### src/sv/sprite_line_scheduler_unit_defines.svh
// assertion macros for the sprite line scheduler
`ifndef SPRITE_LINE_SCHEDULER_UNIT_DEFINES_SVH
`define SPRITE_LINE_SCHEDULER_UNIT_DEFINES_SVH

// implication checked on every edge outside reset
`define SLS_ASSERT_IMP(label, ante, cons, msg) \
  label: assert property (@(posedge clk) disable iff (!rst_n) (ante) |-> (cons)) \
    else $error(msg);

// implication checked against the cycle after the antecedent
`define SLS_ASSERT_NXT(label, ante, cons, msg) \
  label: assert property (@(posedge clk) disable iff (!rst_n) (ante) |=> (cons)) \
    else $error(msg);

`endif

### src/sv/sls_pkg.sv
package sls_pkg;

  localparam logic [1:0] OP_WRITE = 2'd0;
  localparam logic [1:0] OP_FRAME = 2'd1;
  localparam logic [1:0] OP_LINE  = 2'd2;

  localparam logic signed [15:0] TOP_ABSENT = 16'sh7fff;
  localparam logic [11:0] LINES_RESET = 12'd480;

  typedef enum logic [3:0] {
    ST_IDLE,
    ST_FR_TOP,
    ST_FR_SORT_RD,
    ST_FR_SORT_CMP,
    ST_LN_PRUNE,
    ST_LN_ACT_CHK,
    ST_LN_ACT_POS,
    ST_LN_ACT_SHIFT,
    ST_LN_EMIT,
    ST_LN_OUT
  } sls_state_t;

  // controller to datapath
  typedef struct packed {
    logic latch_in;
    logic write_obj;
    logic fr_init;
    logic fr_top_step;
    logic srt_load;
    logic srt_step;
    logic ln_init;
    logic prune_step;
    logic act_pos_init;
    logic act_pos_step;
    logic act_shift_step;
    logic act_skip;
    logic emit_step;
    logic out_load;
  } sls_cmd_t;

  // datapath to controller
  typedef struct packed {
    logic [1:0] op;
    logic fr_top_done;
    logic srt_done;
    logic srt_move;
    logic prune_done;
    logic act_more;
    logic act_full;
    logic pos_done;
    logic shift_done;
    logic emit_done;
    logic emit_hit;
  } sls_sts_t;

endpackage

### src/sv/sls_ctrl.sv
module sls_ctrl (
  input  logic              clk,
  input  logic              rst_n,
  input  logic              in_valid,
  output logic              in_ready,
  input  logic              out_free,
  input  sls_pkg::sls_sts_t sts,
  output sls_pkg::sls_cmd_t cmd
);

  sls_pkg::sls_state_t state_r, state_nxt;

  always_ff @(posedge clk) begin
    if (!rst_n) state_r <= sls_pkg::ST_IDLE;
    else state_r <= state_nxt;
  end

  always_comb begin
    state_nxt = state_r;
    unique case (state_r)
      sls_pkg::ST_IDLE: begin
        if (in_valid) begin
          unique case (sts.op)
            sls_pkg::OP_FRAME: state_nxt = sls_pkg::ST_FR_TOP;
            sls_pkg::OP_LINE:  state_nxt = sls_pkg::ST_LN_PRUNE;
            default:           state_nxt = sls_pkg::ST_IDLE;
          endcase
        end
      end
      sls_pkg::ST_FR_TOP: if (sts.fr_top_done) state_nxt = sls_pkg::ST_FR_SORT_RD;
      sls_pkg::ST_FR_SORT_RD: begin
        if (sts.srt_done) state_nxt = sls_pkg::ST_IDLE;
        else state_nxt = sls_pkg::ST_FR_SORT_CMP;
      end
      sls_pkg::ST_FR_SORT_CMP: if (!sts.srt_move) state_nxt = sls_pkg::ST_FR_SORT_RD;
      sls_pkg::ST_LN_PRUNE: if (sts.prune_done) state_nxt = sls_pkg::ST_LN_ACT_CHK;
      sls_pkg::ST_LN_ACT_CHK: begin
        if (!sts.act_more) state_nxt = sls_pkg::ST_LN_EMIT;
        else if (!sts.act_full) state_nxt = sls_pkg::ST_LN_ACT_POS;
      end
      sls_pkg::ST_LN_ACT_POS: if (sts.pos_done) state_nxt = sls_pkg::ST_LN_ACT_SHIFT;
      sls_pkg::ST_LN_ACT_SHIFT: if (sts.shift_done) state_nxt = sls_pkg::ST_LN_ACT_CHK;
      sls_pkg::ST_LN_EMIT: begin
        if (sts.emit_done) state_nxt = sls_pkg::ST_IDLE;
        else if (sts.emit_hit) state_nxt = sls_pkg::ST_LN_OUT;
      end
      sls_pkg::ST_LN_OUT: if (out_free) state_nxt = sls_pkg::ST_LN_EMIT;
      default: state_nxt = sls_pkg::ST_IDLE;
    endcase
  end

  always_comb begin
    cmd = '0;
    in_ready = 1'b0;
    unique case (state_r)
      sls_pkg::ST_IDLE: begin
        in_ready = 1'b1;
        cmd.latch_in = in_valid;
        if (in_valid) begin
          unique case (sts.op)
            sls_pkg::OP_WRITE: cmd.write_obj = 1'b1;
            sls_pkg::OP_FRAME: cmd.fr_init = 1'b1;
            sls_pkg::OP_LINE:  cmd.ln_init = 1'b1;
            default: ;
          endcase
        end
      end
      sls_pkg::ST_FR_TOP: begin
        cmd.fr_top_step = 1'b1;
      end
      sls_pkg::ST_FR_SORT_RD: cmd.srt_load = !sts.srt_done;
      sls_pkg::ST_FR_SORT_CMP: cmd.srt_step = 1'b1;
      sls_pkg::ST_LN_PRUNE: cmd.prune_step = 1'b1;
      sls_pkg::ST_LN_ACT_CHK: begin
        cmd.act_pos_init = sts.act_more && !sts.act_full;
        cmd.act_skip = sts.act_more && sts.act_full;
      end
      sls_pkg::ST_LN_ACT_POS: cmd.act_pos_step = 1'b1;
      sls_pkg::ST_LN_ACT_SHIFT: cmd.act_shift_step = 1'b1;
      sls_pkg::ST_LN_EMIT: cmd.emit_step = 1'b1;
      sls_pkg::ST_LN_OUT: cmd.out_load = out_free;
      default: ;
    endcase
  end

endmodule

### config.mk
export PLATFORM = sky130hd
export DESIGN_NAME = sls_ctrl
export DESIGN_NICKNAME = d
export VERILOG_FILES = /design/src/sv/sprite_line_scheduler_unit_defines.svh /design/src/sv/sls_pkg.sv /design/src/sv/sls_ctrl.sv
export SDC_FILE = /design/constraint.sdc
export NUM_CORES = 1
export LEC_CHECK = 0
export ABC_CLOCK_PERIOD_IN_PS = 1900
export BUFFER_PORTS_ARGS = -buffer_cell sky130_fd_sc_hd__buf_2
export CAP_MARGIN = 30
export CORE_AREA = 2 2 39 41
export DETAILED_ROUTE_END_ITERATION = 6
export DIE_AREA = 0 0 41 43
export PLACE_DENSITY = 0.79
export SYNTH_ARGS = -nofsm -noshare
export SYNTH_HDL_FRONTEND = slang
export SYNTH_SLANG_ARGS = --single-unit
### constraint.sdc
create_clock -name clk -period 1.9 [get_ports clk]
set_input_delay 0.57 -clock clk [delete_from_list [all_inputs] [get_ports clk]]
set_output_delay 0.57 -clock clk [all_outputs]
set_load 0.01 [all_outputs]
; After elaboration in Yosys (flattened, before gate mapping)
; Cells that the tools add are included.
; W data, S select, Z words.
[word_totals]
reg_bits = 4
inputBits = 16
out_inout_bits = 15
wordCells = 60
[classes]
n_eq_ne = 20
n_mux = 32
reduce_logical = 7
[op_table]
columns = op, n
row1 = $mux W4, 11
row2 = $pmux W4 S10, 1
row3 = $eq A4 B3 Y1 const B, 4
row4 = $mux W1, 16
row5 = $ne A2 B2 Y1 const B, 7
row6 = $reduce_and A9 Y1, 1
row7 = $eq A4 B2 Y1 const B, 2
row8 = $eq A4 B4 Y1 const B, 2
row9 = $ne A3 B3 Y1 const B, 2
row10 = $pmux W3 S2, 1
row11 = $eq A4 B1 Y1 const B, 1
row12 = $logic_not A4 Y1, 1
row13 = $mux W2, 2
row14 = $mux W3, 1
row15 = $eq A2 B1 Y1 const B, 1
row16 = $eq A2 B2 Y1 const B, 1
row17 = $logic_and A1 B1 Y1, 2
row18 = $logic_not A1 Y1, 2
row19 = $logic_not A2 Y1, 1

; Longest topological paths before layout
[logic_depth]
depth_word = 4
depth_mapped = 6
ltp_nobuf = 5

; Worst setup path before layout
; OpenSTA, ideal clock, no wires.
[synth_timing]
path_kind = flip-flop to output port
start = register state_r[1]
end = output port cmd[11] in the netlist's numbering
arrival_time_ns = 1.763
t_required_ns = 1.330
path_slack_ns = -0.433
path_stages_with_launch = 6
path_buffers = 2
path_cell_list = dfxtp_1 > clkbuf_1 > clkbuf_1 > nor4_1 > nand2_1 > nor3b_1
[synth_lines]
columns = item, line
row1 = "start, declared", sls_ctrl.sv:11  ; sls_pkg::sls_state_t state_r, state_nxt;
row2 = "start signal, assigned", sls_ctrl.sv:14  ; if (!rst_n) state_r <= sls_pkg::ST_IDLE;
row3 = "start signal, assigned", sls_ctrl.sv:15  ; else state_r <= state_nxt;
row4 = "end, declared", sls_ctrl.sv:8  ; output sls_pkg::sls_cmd_t cmd

==> flow_summary.ini <==
[cells_and_area]
final_common_cell = sky130_fd_sc_hd__buf_2
flow.area_growth_from_synthesis_pct = 75.8
final_layout_size_suffix_gt1_share_pct = 58.8
layout.core_utilization_pct = 66.5
nNetsFinal = 137
area.sequential_um2 = 92.6
multi_input_gate_area_um2 = 479
largest_register_ff_count = 4
reg.largest.list = state_r: 4 flops
register_with_the_most_flip_flops = state_r
mostFrequentLayoutCells = sky130_fd_sc_hd__buf_2, sky130_fd_sc_hd__buf_4, sky130_fd_sc_hd__nor3_1
stdcell_count = 135
final_cell_area_um2 = 920
num-fill-cells = 125
antennaDiodeCount = 0

[route]
remaining_drc_errors = 0
dr.pass1.iters = 4
route.final.wire_length_um = 2060
drt-wirelength-per-cell_um = 15.3
routed-via-count = 781
detailedRoute.firstIterationViolations = 13
drt.antenna.violating_nets = 0
avgViaCountPerCell = 5.79

[die]
floorplan.die.width_um = 41
chipHeight_um = 43
core_area_um2 = 1380
initial_cell_density_of_the_core_pct = 37.8
pin_count = 31
floorplan.die_area_um2 = 1760
rows = 14

[place]
place_ws_ns = 0.0473
place.gp.congestion = 0.873
post-dp-hpwl_um = 1260
number_of_input_and_output_port_buffers_inserted = 30
postPlaceCellArea_um2 = 763
place.detailed.instances = 125

[synth]
gate_count_post_synth = 78
synth_cell_types = 32
postSynthNetCount = 94
synth-warning-count = 0
ys_ff_latch = 4
mappedNetlistArea_um2 = 523
synth.avg_cell_area_um2 = 6.71
ys_seq_area_share_pct = 15.3

[sta]
finalWorstSetupSlack_ns = -0.0917
max_freq_mhz = 502
worst_slew_pin_slew_ns = 0.466
setup_violations = 8
skew_ns = 0.00297
timing.max_slew.rel_slack_pct = 68.7
grt_setup_unrepaired = yes
finalMaxSlewViolations = 0
timing.final.crit_period_ns = 1.99
hold_violations = 0
finalSetupTns_ns = -0.514
timing.final.crit_share_pct = 105

[power]
sequentialPowerShare_pct = 15.1
power.switching_fraction_pct = 47.3
power_density_nw_per_um2 = 1090
switchingPower_uw = 476
pwr-share-comb_pct = 73.3
clockPowerShare_pct = 11.6
cell_internal_pwr_uw = 531
irDropWorstVdd_uv = 541
leakagePower_nw = 0.431

[status]
status = finished with violations
failing_checks = negative setup slack

[critical_path]
cp_data_required_time_ns = 1.33
arrival_time_at_the_worst_endpoint_ns = 1.42
setup.worst_path.class = reg2out
end_kind = primary output
cp-start-kind = flip-flop
critPathMaxFanout = 7

[grt]
grt_pass1_wl_um = 2750
total_routing_resource_utilization_after_global_routing_pct = 22.1
globalRouteOverflowTotal = 0
grt_antenna_before_repair = 0
first_global_vias = 637
pin_count_of_the_biggest_net_entering_global_routing = 14

[clock_tree]
tritoncts = yes
cts_bufs_inserted = 3
cts.htree.levels = 1
cts_hold_buffers = 0
worst_skew_pair.late_latency_ns = 0.25
cts_num_sinks = 4
cts_max_path_buffers = 2
cts-root-buf = sky130_fd_sc_hd__clkbuf_4
clkSlewWorstSetupHoldPaths_ns = 0.04

[min_path]
timing.hold.worst.class = reg2reg

[job]
max_cap_viol_count = 0
-- synthesized netlist by cell type --
library cell / count / area (um^2)
sky130_fd_sc_hd__mux2i_1: 1 / 10.0
sky130_fd_sc_hd__a311oi_1: 1 / 8.76
sky130_fd_sc_hd__or4_4: 1 / 11.3
sky130_fd_sc_hd__a311o_1: 1 / 10.0
sky130_fd_sc_hd__nor4_1: 2 / 12.5
sky130_fd_sc_hd__clkbuf_1: 5 / 18.8
sky130_fd_sc_hd__nor3_1: 11 / 55.1
sky130_fd_sc_hd__nand4b_1: 1 / 8.76
sky130_fd_sc_hd__buf_6: 1 / 11.3
sky130_fd_sc_hd__o221ai_1: 1 / 8.76
sky130_fd_sc_hd__nand2_1: 4 / 15.0
sky130_fd_sc_hd__a211oi_1: 1 / 7.51
sky130_fd_sc_hd__and3b_1: 1 / 8.76
sky130_fd_sc_hd__or4b_1: 1 / 10.0
sky130_fd_sc_hd__nor3b_1: 4 / 30.0
sky130_fd_sc_hd__a41oi_2: 1 / 16.3
sky130_fd_sc_hd__inv_1: 5 / 18.8
sky130_fd_sc_hd__nor2_1: 8 / 30.0
sky130_fd_sc_hd__nand2b_1: 5 / 31.3
sky130_fd_sc_hd__or3b_4: 1 / 11.3
sky130_fd_sc_hd__nand3_1: 1 / 5.00
sky130_fd_sc_hd__nor4b_1: 1 / 8.76
sky130_fd_sc_hd__o211ai_1: 1 / 7.51
sky130_fd_sc_hd__a31oi_1: 1 / 6.26
sky130_fd_sc_hd__a21oi_1: 7 / 35.0
sky130_fd_sc_hd__and3_4: 1 / 11.3
sky130_fd_sc_hd__buf_2: 1 / 5.00
sky130_fd_sc_hd__o21ai_0: 2 / 10.0
sky130_fd_sc_hd__o31ai_1: 1 / 7.51
sky130_fd_sc_hd__dfxtp_1: 4 / 80.1
sky130_fd_sc_hd__or3_1: 1 / 6.26
sky130_fd_sc_hd__nand4_1: 1 / 6.26
-- worst paths after layout --
path | from | endpoint | slack, ns | cells past startpoint
max | state_r[2] | cmd[11] | -0.09 | 4
min | state_r[1] | state_r[3] | 0.62 | 2
max reg2reg | state_r[3] | state_r[2] | -0.01 | 6
min reg2reg | state_r[1] | state_r[3] | 0.62 | 2
-- timing repair --
| action | 4_1_cts | 5_1_grt |
|---|---|---|
| setup endpoints to repair | 10 | 9 |
| buffers inserted | 0 | 7 |
| pin swaps | 1 | 3 |
| gates resized for setup | 5 | 17 |
-- layout make-up --
class                      instances  share of cell area [%]
multi-input combinational         62                    52.1
timing repair buffer              45                    31.2
sequential                         4                    10.1
clock buffer                       3                    2.45
tap                               16                    2.18
inverter                           5                    2.04
-- kinds of logic after synthesis --
family / share of synthesized area, %
AOI/OAI and AO/OA: 22.5
and+or+nand+nor: 50.0
DFF: 15.3
muxes: 1.91
buffers and inverters: 10.3
-- power groups by stage --
stage               registers (mW)  clock network (mW)  logic [mW]
floorplan                    0.114                   0       0.427
global placement             0.145                   0       0.552
detailed placement           0.145                   0       0.568
CTS                          0.146               0.116       0.576
global route                 0.154               0.121       0.800
finish                       0.152               0.116       0.739
-- stage by stage --
step                hold slack (ns)  total power, mW
global route                  0.627             1.08
detailed placement            0.648            0.713
CTS                           0.572            0.838
floorplan                     0.742            0.542
global placement              0.654            0.697
finish                        0.617             1.01
-- layer usage --
metal	vias to the layer above	share of wire [%]	wire length, um	track usage [%]
li1	374	-	-	-
met1	357	39	811	30.1
met2	44	51	1040	34.7
met3	6	7.4	153	3.14
met4	0	2.6	53	6.00
met5	-	0	0	0
-- critical path: stages, from the launching register on --
cell                      delay, ns
sky130_fd_sc_hd__dfxtp_4       0.37
sky130_fd_sc_hd__nor4_4        0.31
sky130_fd_sc_hd__nand2_2       0.17
sky130_fd_sc_hd__nor3b_4       0.18
sky130_fd_sc_hd__buf_2         0.15
(Power assumes the default switching activity.)
